## config.mk

```make
export PLATFORM = sky130hd
export DESIGN_NAME = npu_tensor_element_dequantizer
export DESIGN_NICKNAME = d
export VERILOG_FILES = /design/src/ndq_pkg.sv /design/src/ndq_apb_regs.sv /design/src/npu_tensor_element_dequantizer.sv
export SDC_FILE = /design/constraint.sdc
export NUM_CORES = 2
export LEC_CHECK = 0
export BUFFER_PORTS_ARGS = -buffer_cell sky130_fd_sc_hd__buf_4
export CELL_PAD_IN_SITES_DETAIL_PLACEMENT = 0
export CELL_PAD_IN_SITES_GLOBAL_PLACEMENT = 1
export CORE_MARGIN = 3
export CORE_UTILIZATION = 45
export DETAILED_ROUTE_END_ITERATION = 6
export HOLD_SLACK_MARGIN = 0.06
export PLACE_DENSITY = 0.73
export SLEW_MARGIN = 20
export SYNTH_ARGS = -nofsm -noshare
export SYNTH_HDL_FRONTEND = slang
export SYNTH_SLANG_ARGS = --single-unit
```

## constraint.sdc

```tcl
create_clock -name i_clk -period 8.2 [get_ports i_clk]
set_clock_uncertainty 0.2 [all_clocks]
set_input_delay 0 -clock i_clk [delete_from_list [all_inputs] [get_ports i_clk]]
set_output_delay 0 -clock i_clk [all_outputs]
set_load 0.02 [all_outputs]
```

## src/ndq_pkg.sv

```systemverilog
// shared types, register codes and conversion functions for the element dequantizer
package ndq_pkg;

    localparam logic [3:0] FMT_FP32   = 4'd0;
    localparam logic [3:0] FMT_INT32  = 4'd1;
    localparam logic [3:0] FMT_UINT32 = 4'd2;
    localparam logic [3:0] FMT_FP16   = 4'd3;
    localparam logic [3:0] FMT_BF16   = 4'd4;
    localparam logic [3:0] FMT_INT16  = 4'd5;
    localparam logic [3:0] FMT_UINT16 = 4'd6;
    localparam logic [3:0] FMT_INT8   = 4'd8;
    localparam logic [3:0] FMT_CHAR   = 4'd9;

    localparam logic [1:0] QM_DFP    = 2'd1;
    localparam logic [1:0] QM_AFFINE = 2'd2;

    localparam logic [2:0] REG_FMT   = 3'd0;
    localparam logic [2:0] REG_QMODE = 3'd1;
    localparam logic [2:0] REG_FPOS  = 3'd2;
    localparam logic [2:0] REG_ZOFF  = 3'd3;
    localparam logic [2:0] REG_SCALE = 3'd4;

    localparam logic [31:0] SCALE_RESET = 32'h3F80_0000;
    localparam logic [31:0] CANON_NAN   = 32'h7FC0_0000;
    localparam logic [31:0] POS_INF     = 32'h7F80_0000;

    typedef struct packed {
        logic [3:0]         fmt;
        logic [1:0]         qmode;
        logic signed [7:0]  fpos;
        logic signed [31:0] zoff;
        logic [31:0]        scale;
    } t_cfg;

    // multiplier operand and bypass data carried down the pipeline
    typedef struct packed {
        logic              sm;
        logic              nan;
        logic              inf;
        logic              zero;
        logic [23:0]       mm;
        logic signed [8:0] em;
        logic              byp;
        logic [31:0]       bypv;
    } t_mop;

    typedef struct packed {
        logic [23:0]       man;
        logic signed [6:0] ex;
    } t_rnd;

    function automatic logic [5:0] msb36(input logic [35:0] m);
        logic [5:0] p;
        p = 6'd0;
        for (int i = 0; i < 36; i++) begin
            if (m[i]) p = 6'(i);
        end
        return p;
    endfunction

    // round a magnitude to 24 significant bits, value = man * 2^ex
    function automatic t_rnd rnd24(input logic [35:0] m);
        logic [5:0]  p;
        logic [35:0] nrm;
        logic        up;
        logic [24:0] sum;
        t_rnd        r;
        p   = msb36(m);
        nrm = m << (6'd35 - p);
        up  = nrm[11] & ((|nrm[10:0]) | nrm[12]);
        sum = {1'b0, nrm[35:12]} + 25'(up);
        r.ex = $signed({1'b0, p}) - 7'sd23;
        if (sum[24]) begin
            r.man = 24'h80_0000;
            r.ex  = r.ex + 7'sd1;
        end else begin
            r.man = sum[23:0];
        end
        if (m == 36'd0) begin
            r.man = 24'd0;
            r.ex  = 7'sd0;
        end
        return r;
    endfunction

    // integer rounded to the nearest single value, kept as an integer
    function automatic logic [35:0] round_int(input logic [35:0] m);
        t_rnd r;
        r = rnd24(m);
        if (r.ex <= 7'sd0) return m;
        return 36'(r.man) << r.ex[3:0];
    endfunction

    function automatic logic [31:0] half_to_single(input logic [15:0] h);
        logic [31:0] sgn;
        logic [4:0]  e;
        logic [9:0]  m;
        logic [3:0]  t;
        logic [9:0]  mn;
        logic [7:0]  ex;
        sgn = {h[15], 31'd0};
        e   = h[14:10];
        m   = h[9:0];
        t   = 4'd0;
        for (int i = 0; i < 10; i++) begin
            if (m[i]) t = 4'(i);
        end
        mn = m << (4'd10 - t);
        ex = 8'd103 + 8'(t);
        if (e == 5'd0) begin
            if (m == 10'd0) return sgn;
            return sgn | {1'b0, ex, mn, 13'd0};
        end
        if (e == 5'h1F) return sgn | POS_INF | {9'd0, m, 13'd0};
        return sgn | {1'b0, 8'(e) + 8'd112, m, 13'd0};
    endfunction

endpackage

```

## src/ndq_apb_regs.sv

```systemverilog
// configuration register file with its apb write and read port
module ndq_apb_regs import ndq_pkg::*; (
    input  logic        i_clk,
    input  logic        i_rst_n,
    input  logic        i_psel,
    input  logic        i_penable,
    input  logic        i_pwrite,
    input  logic [4:0]  i_paddr,
    input  logic [31:0] i_pwdata,
    output logic [31:0] o_prdata,
    output logic        o_pready,
    output t_cfg        o_cfg
);

    t_cfg r_cfg;
    logic w_wr;
    logic [2:0] w_idx;

    assign o_pready = 1'b1;
    assign w_wr     = i_psel & i_penable & i_pwrite;
    assign w_idx    = i_paddr[4:2];
    assign o_cfg    = r_cfg;

    always_ff @(posedge i_clk) begin
        if (!i_rst_n) begin
            r_cfg.fmt   <= FMT_FP32;
            r_cfg.qmode <= 2'd0;
            r_cfg.fpos  <= 8'sd0;
            r_cfg.zoff  <= 32'sd0;
            r_cfg.scale <= SCALE_RESET;
        end else if (w_wr) begin
            unique case (w_idx)
                REG_FMT:   r_cfg.fmt   <= i_pwdata[3:0];
                REG_QMODE: r_cfg.qmode <= i_pwdata[1:0];
                REG_FPOS:  r_cfg.fpos  <= $signed(i_pwdata[7:0]);
                REG_ZOFF:  r_cfg.zoff  <= $signed(i_pwdata);
                REG_SCALE: r_cfg.scale <= i_pwdata;
                default: ;
            endcase
        end
    end

    always_comb begin
        unique case (w_idx)
            REG_FMT:   o_prdata = {28'd0, r_cfg.fmt};
            REG_QMODE: o_prdata = {30'd0, r_cfg.qmode};
            REG_FPOS:  o_prdata = {24'd0, r_cfg.fpos};
            REG_ZOFF:  o_prdata = r_cfg.zoff;
            REG_SCALE: o_prdata = r_cfg.scale;
            default:   o_prdata = 32'd0;
        endcase
    end

endmodule

```

## src/npu_tensor_element_dequantizer.sv

```systemverilog
// Tensor element dequantizer: one raw little-endian element in, one IEEE single out.
// The block takes one request per clock while its input is open, and each result
// passes the input register and every stage behind it before it reaches the output.
// The depth is set by the operand decode, integer rounding, subtract, difference
// rounding, 24x24 multiply and final rounding stages behind the input register.
// Every stage holds its own valid bit, so bubbles close up and input stays open
// while any stage is free; input closes only when all seven stages hold an item and
// the output is stalled. Registers sit on the APB port at byte addresses 0 (format),
// 4 (quant mode), 8 (fraction position), 12 (zero point) and 16 (scale); write them
// only while the block is idle.
module npu_tensor_element_dequantizer import ndq_pkg::*; (
    input  logic        i_clk,
    input  logic        i_rst_n,
    input  logic        i_s_axis_tvalid,
    output logic        o_s_axis_tready,
    input  logic [31:0] i_s_axis_tdata,   // raw_element
    output logic        o_m_axis_tvalid,
    input  logic        i_m_axis_tready,
    output logic [31:0] o_m_axis_tdata,   // real_bits
    input  logic        i_psel,
    input  logic        i_penable,
    input  logic        i_pwrite,
    input  logic [4:0]  i_paddr,
    input  logic [31:0] i_pwdata,
    output logic [31:0] o_prdata,
    output logic        o_pready
);

    t_cfg w_cfg;

    ndq_apb_regs u_regs (
        .i_clk     (i_clk),
        .i_rst_n   (i_rst_n),
        .i_psel    (i_psel),
        .i_penable (i_penable),
        .i_pwrite  (i_pwrite),
        .i_paddr   (i_paddr),
        .i_pwdata  (i_pwdata),
        .o_prdata  (o_prdata),
        .o_pready  (o_pready),
        .o_cfg     (w_cfg)
    );

    logic [6:0] r_vld;
    logic [6:0] w_en;

    always_comb begin
        w_en[6] = !r_vld[6] || i_m_axis_tready;
        for (int k = 5; k >= 0; k--) begin
            w_en[k] = !r_vld[k] || w_en[k+1];
        end
    end

    assign o_s_axis_tready = w_en[0];
    assign o_m_axis_tvalid = r_vld[6];

    always_ff @(posedge i_clk) begin
        if (!i_rst_n) begin
            r_vld <= 7'd0;
        end else begin
            if (w_en[0]) r_vld[0] <= i_s_axis_tvalid;
            for (int k = 1; k < 7; k++) begin
                if (w_en[k]) r_vld[k] <= r_vld[k-1];
            end
        end
    end

    // stage 0: input register
    logic [31:0] r0_raw;
    always_ff @(posedge i_clk) begin
        if (w_en[0]) r0_raw <= i_s_axis_tdata;
    end

    // stage 1: operand selection and multiplier operand decode
    logic signed [32:0] w_s8, w_s16, w_s32, w_rds, w_v;
    logic [32:0]        w_rdu;
    logic               w_sfmt, w_zsel, w_flt;
    logic [31:0]        w_m, w_fac, w_bypv;
    logic signed [8:0]  w_pexp;
    logic [7:0]         w_me;
    logic [22:0]        w_mf;
    logic [4:0]         w_mt;
    t_mop               w_mop1;

    always_comb begin
        w_s8   = 33'(signed'(r0_raw[7:0]));
        w_s16  = 33'(signed'(r0_raw[15:0]));
        w_s32  = 33'(signed'(r0_raw));
        w_sfmt = (w_cfg.fmt == FMT_INT8) || (w_cfg.fmt == FMT_INT16) ||
                 (w_cfg.fmt == FMT_INT32) || (w_cfg.fmt == FMT_CHAR);
        case (w_cfg.fmt)
            FMT_INT16: w_rds = w_s16;
            FMT_INT32: w_rds = w_s32;
            default:   w_rds = w_s8;
        endcase
        case (w_cfg.fmt)
            FMT_UINT16: w_rdu = {17'd0, r0_raw[15:0]};
            FMT_UINT32: w_rdu = {1'b0, r0_raw};
            default:    w_rdu = {25'd0, r0_raw[7:0]};
        endcase
        w_pexp = 9'sd127 - 9'(w_cfg.fpos);
        if (w_cfg.fpos == -8'sd128) w_fac = POS_INF;
        else if (w_cfg.fpos == 8'sd127) w_fac = 32'h0040_0000;
        else w_fac = {1'b0, w_pexp[7:0], 23'd0};

        w_flt = (w_cfg.fmt == FMT_FP32) || (w_cfg.fmt == FMT_FP16) ||
                (w_cfg.fmt == FMT_BF16);
        case (w_cfg.fmt)
            FMT_FP16: w_bypv = half_to_single(r0_raw[15:0]);
            FMT_BF16: w_bypv = {r0_raw[15:0], 16'd0};
            default:  w_bypv = r0_raw;
        endcase

        w_zsel = 1'b0;
        w_mop1.byp  = 1'b0;
        w_mop1.bypv = w_bypv;
        if (w_cfg.qmode == QM_DFP) begin
            w_v = w_rds;
            w_m = w_fac;
        end else if (w_cfg.qmode == QM_AFFINE) begin
            w_v    = w_sfmt ? w_rds : $signed(w_rdu);
            w_m    = w_cfg.scale;
            w_zsel = 1'b1;
        end else begin
            w_v        = w_sfmt ? w_rds : $signed(w_rdu);
            w_m        = SCALE_RESET;
            w_mop1.byp = w_flt;
        end

        w_me = w_m[30:23];
        w_mf = w_m[22:0];
        w_mt = 5'd0;
        for (int i = 0; i < 23; i++) begin
            if (w_mf[i]) w_mt = 5'(i);
        end
        w_mop1.sm   = w_m[31];
        w_mop1.nan  = (w_me == 8'hFF) && (w_mf != 23'd0);
        w_mop1.inf  = (w_me == 8'hFF) && (w_mf == 23'd0);
        w_mop1.zero = (w_me == 8'd0) && (w_mf == 23'd0);
        if (w_me == 8'd0) begin
            w_mop1.mm = 24'(w_mf) << (5'd23 - w_mt);
            w_mop1.em = -9'sd172 + $signed({4'd0, w_mt});
        end else begin
            w_mop1.mm = {1'b1, w_mf};
            w_mop1.em = $signed({1'b0, w_me}) - 9'sd150;
        end
    end

    logic        r1_vs, r1_zs;
    logic [32:0] r1_vm;
    logic [31:0] r1_zm;
    t_mop        r1_mop;
    always_ff @(posedge i_clk) begin
        if (w_en[1]) begin
            r1_vs  <= w_v[32];
            r1_vm  <= w_v[32] ? 33'(-w_v) : 33'(w_v);
            r1_zs  <= w_zsel & w_cfg.zoff[31];
            r1_zm  <= (w_zsel & w_cfg.zoff[31]) ? 32'(-w_cfg.zoff) :
                      (w_zsel ? w_cfg.zoff : 32'd0);
            r1_mop <= w_mop1;
        end
    end

    // stage 2: both integers rounded to single precision
    logic        r2_as, r2_bs;
    logic [35:0] r2_am, r2_bm;
    t_mop        r2_mop;
    always_ff @(posedge i_clk) begin
        if (w_en[2]) begin
            r2_as  <= r1_vs;
            r2_am  <= round_int(36'(r1_vm));
            r2_bs  <= r1_zs;
            r2_bm  <= round_int(36'(r1_zm));
            r2_mop <= r1_mop;
        end
    end

    // stage 3: exact difference
    logic signed [37:0] w_a, w_b, w_d;
    always_comb begin
        w_a = r2_as ? -$signed({2'b0, r2_am}) : $signed({2'b0, r2_am});
        w_b = r2_bs ? -$signed({2'b0, r2_bm}) : $signed({2'b0, r2_bm});
        w_d = w_a - w_b;
    end

    logic        r3_ds;
    logic [35:0] r3_dm;
    t_mop        r3_mop;
    always_ff @(posedge i_clk) begin
        if (w_en[3]) begin
            r3_ds  <= w_d[37];
            r3_dm  <= w_d[37] ? 36'(-w_d) : 36'(w_d);
            r3_mop <= r2_mop;
        end
    end

    // stage 4: difference rounded to single precision
    t_rnd w_dr;
    assign w_dr = rnd24(r3_dm);

    logic [23:0]       r4_md;
    logic signed [6:0] r4_ed;
    logic              r4_ds;
    t_mop              r4_mop;
    always_ff @(posedge i_clk) begin
        if (w_en[4]) begin
            r4_md  <= w_dr.man;
            r4_ed  <= w_dr.ex;
            r4_ds  <= r3_ds;
            r4_mop <= r3_mop;
        end
    end

    // stage 5: significand product
    logic [47:0]       r5_p;
    logic signed [9:0] r5_et;
    logic              r5_s, r5_dz;
    t_mop              r5_mop;
    always_ff @(posedge i_clk) begin
        if (w_en[5]) begin
            r5_p   <= r4_md * r4_mop.mm;
            r5_et  <= 10'(r4_ed) + 10'(r4_mop.em);
            r5_s   <= r4_ds ^ r4_mop.sm;
            r5_dz  <= (r4_md == 24'd0);
            r5_mop <= r4_mop;
        end
    end

    // stage 6: normalize, round and pack
    logic signed [10:0] w_e;
    logic [47:0]        w_pn;
    logic [4:0]         w_sh;
    logic [9:0]         w_eeff;
    logic [71:0]        w_q;
    logic               w_up;
    logic [24:0]        w_rnd;
    logic [33:0]        w_body;
    logic [31:0]        w_res;

    always_comb begin
        w_e  = 11'(r5_et) + 11'sd173 + $signed({10'd0, r5_p[47]});
        w_pn = r5_p[47] ? r5_p : (r5_p << 1);
        if (w_e < 11'sd1) begin
            w_sh   = 5'(11'sd1 - w_e);
            w_eeff = 10'd0;
        end else begin
            w_sh   = 5'd0;
            w_eeff = w_e[9:0];
        end
        w_q   = {w_pn, 24'd0} >> w_sh;
        w_up  = w_q[47] & ((|w_q[46:0]) | w_q[48]);
        w_rnd = {1'b0, w_q[71:48]} + 25'(w_up);
        if (w_eeff == 10'd0) w_body = 34'(w_rnd);
        else w_body = {11'(w_eeff) - 11'd1, 23'd0} + 34'(w_rnd);

        if (r5_mop.byp) w_res = r5_mop.bypv;
        else if (r5_mop.nan || (r5_mop.inf && r5_dz)) w_res = CANON_NAN;
        else if (r5_mop.inf) w_res = {r5_s, POS_INF[30:0]};
        else if (r5_dz || r5_mop.zero) w_res = {r5_s, 31'd0};
        else if (w_body[33:23] >= 11'd255) w_res = {r5_s, POS_INF[30:0]};
        else w_res = {r5_s, w_body[30:0]};
    end

    logic [31:0] r6_data;
    logic        r6_byp;
    always_ff @(posedge i_clk) begin
        if (w_en[6]) begin
            r6_data <= w_res;
            r6_byp  <= r5_mop.byp;
        end
    end

    assign o_m_axis_tdata = r6_data;

    // input closes only when every stage holds an item
    a_full_stall: assert property (@(posedge i_clk) disable iff (!i_rst_n)
        !o_s_axis_tready |-> (r_vld == 7'h7F))
        else $error("input stalled with a free stage");

    a_accept_lands: assert property (@(posedge i_clk) disable iff (!i_rst_n)
        (i_s_axis_tvalid && o_s_axis_tready) |=> r_vld[0])
        else $error("accepted request lost at input stage");

    a_canon_nan: assert property (@(posedge i_clk) disable iff (!i_rst_n)
        (r_vld[6] && !r6_byp && (r6_data[30:23] == 8'hFF) && (r6_data[22:0] != 23'd0))
        |-> (r6_data == CANON_NAN))
        else $error("computed nan not canonical");

endmodule

```

==> metrics <==
Hold Crit Start=i_m_axis_tready; Worst path depth=36; clk sinks=735; FF-to-FF Start=r4_mop[42]$_DFFE_PP_; DRT iter0 DRCs=5496; met2 wire len=105 mm; measured slew at the worst slew-check pin=1070 ps; Hold Crit Class=input port to flip-flop; total core area=0.152 mm2; most common cell after layout, fill and taps aside=nand2_1; leakage=32.3 nW; slowest CP cell=fa_2; Remaining DRCs=0; WL met1=99.2 mm; initial antenna violation count=4; Critical Path RT=8430 ps; most frequent cells in the layout=nand2_1 (1080), edfxtp_1 (650), inv_1 (616); status=finished, final reports clean; drt first pass iters=6; nets@finish=8712; drt via density=5.90; io pins=143; Syn. warnings=0; Tot Pwr=20.5 mW; Die Wd=398 um; PwrDens=260 mW/mm2; hold depth=5; sequential-to-total area share from yosys stat=30.7%; CP max stage delay=540 ps; IR drop worst, VDD=195 uV; syn_nets=8389; Mean Syn Cell Area=9.14 um2; Period Utilization, post-route=98.1%; Yosys reg bits=735; total wire length=227 mm; ys flop type=edfxtp_1; number of routed nets with antenna violations=0; highest routed metal layer=met5; wire per inst=22.7 um; Cells after DPL=9644; crit-path leading delay family=adder cells; crit end category=flip-flop; Area growth syn-to-layout=14.3%; non-filler instance count after layout=9989; CTS root buf=clkbuf_16; Max Clock Freq=124 MHz; ys async rst share=0%; crit path DAT=8280 ps; Bufs on Longest Clock Path=3; Slew HR=28.5%; CTS tree=built; final hold vios=0; die height=398 um; Worst setup startpoint=r4_mop[42]$_DFFE_PP_; total clock buffers created by CTS=80; vias in the first global route=57700; hpwl dp=175 mm; Tmin final=8040 ps; Via Count=58900; Port Buffers=139; worst r2r path cells=36; EDFF count, synth=650; Met3 Wirelength=14.0 mm; H-tree Lvls=3; crit path max fanout=4; final setup fails=0; Cells after Synth=7573; initial core utilization=45.4%; DIE AREA=0.159 mm2; R2R setup slack=160 ps; clock latency on the worst-skew pair=700 ps; # rows=143; Hold WS=175 ps; Startpoint Class=flip-flop; Placer Congestion=0.969; CP Buf/Inv Count=9; gr ovfl total=0; largest net degree at the start of global routing=86; Crit path top cell by count=fa_1; Yosys cell types=119; Worst-path clk slew=60 ps; Mapped Area=0.0692 mm2; Max Transition Viols Final=0; layout cell share with drive strength beyond 1=12.2%; Crit Path Class=flip-flop to flip-flop; Max Cap Viol=0; unrepaired setup endpoints after global routing=true; first-pass GRT wire length=349 mm; GRT Total Usage=28.2%
==> flip-flops by register name (all words and copies together) (netlist names), 32 cells and up <==
| register | flops |
|---|---|
| r3_mop | 70 |
| r4_mop | 70 |
| o_m_axis_tdata | 32 |
| r1_vm | 33 |
| r3_dm | 36 |
| r2_mop | 70 |
| r1_zm | 32 |
| r2_bm | 36 |
| r5_p | 48 |
| u_regs.o_cfg | 78 |
| r2_am | 36 |
| r1_mop | 70 |
| r0_raw | 32 |
| r5_mop | 36 |
==> synthesized netlist by cell type, types with 166 or more instances <==
library cell,number,share of area (%)
nand2_1,1083,5.9
a21oi_1,340,2.5
xnor2_1,229,2.9
edfxtp_1,650,28
o21ai_0,338,2.4
inv_1,633,3.4
nor3_1,166,1.2
fa_1,485,14
clkbuf_1,382,2.1
mux2i_1,233,3.4
nor2_1,459,2.5
ha_1,255,4.6
and2_1,275,2.5
==> logic make-up (layout without fill, tap and decap cells) <==
group	Yosys count	in the layout	synth area share, %
muxes	328	328	5.44
AOI/OAI and AO/OA	1688	1688	16.6
xor gates and xnor gates	350	350	4.44
adders and majority gates	741	741	18.7
other	2	3	0.0109
and+or+nand+nor	2608	2608	17.8
DFF	735	735	30.7
buffers and inverters	1121	1506	6.37
==> final timing paths <==
| check | to |
|---|---|
| worst max-delay path | r5_p[45]$_DFFE_PP_ |
| worst max register to register | r5_p[45]$_DFFE_PP_ |
| worst min register to register | r2_mop[16]$_DFFE_PP_ |
| worst min-delay path | r_vld[6]$_SDFFE_PN0P_ |
==> report_power, final <==
part / switching, mW / leakage, nW / internal (mW) / total (mW)
clock network: 1.58 / 1.26 / 2.07 / 3.66
registers: 0.422 / 7.96 / 4.74 / 5.16
logic: 7.30 / 23.1 / 4.42 / 11.7
total: 9.30 / 32.3 / 11.2 / 20.5
==> metal layers <==
metal / global-route usage, % / vias up
met2: 45.5 / 2231
li1: - / 27300
met3: 3.36 / 398
met1: 39.5 / 28900
met5: 0 / -
met4: 9.04 / 4
==> tightest hold or removal path: stages <==
cell and delay, ps:
dlygate4sd3_1 540, buf_4 100, nor2b_1 30, buf_4 160, o21a_1 170
==> layout make-up <==
class	instances	area, um2
Clock inverter	45	586
Antenna cell	1	2.50
Clock buffer	99	2090
Fill cell	14100	73400
Timing Repair Buffer	719	6060
Sequential cell	735	21200
Inverter	643	2430
Tap cell	2030	2540
Multi-Input combinational cell	5717	44100
==> metrics by stage <==
step | setup WS, ps | instance area (um2) | util [%] | TNS (ps)
floorplan | 19.4 | 69300 | - | 0
global placement | -183 | 74000 | 48.5 | -354
detailed placement | -418 | 74000 | 48.5 | -1060
CTS | 5.02 | 78400 | 51.4 | 0
global route | -90.0 | 79100 | 51.9 | -172
finish | 155 | 79100 | 51.9 | 0
==> repair_timing <==
item | 4_1_cts | 5_1_grt
gates cloned | 0 | 0
setup buffers | 12 | 30
endpoints found under the setup margin | 4 | 44
hold buffers | 159 | 0
endpoints found under the hold margin | 182 | 0
resized for setup | 27 | 101
pin swaps | 27 | 91
Note: power is estimated with default switching activity, not from simulation.
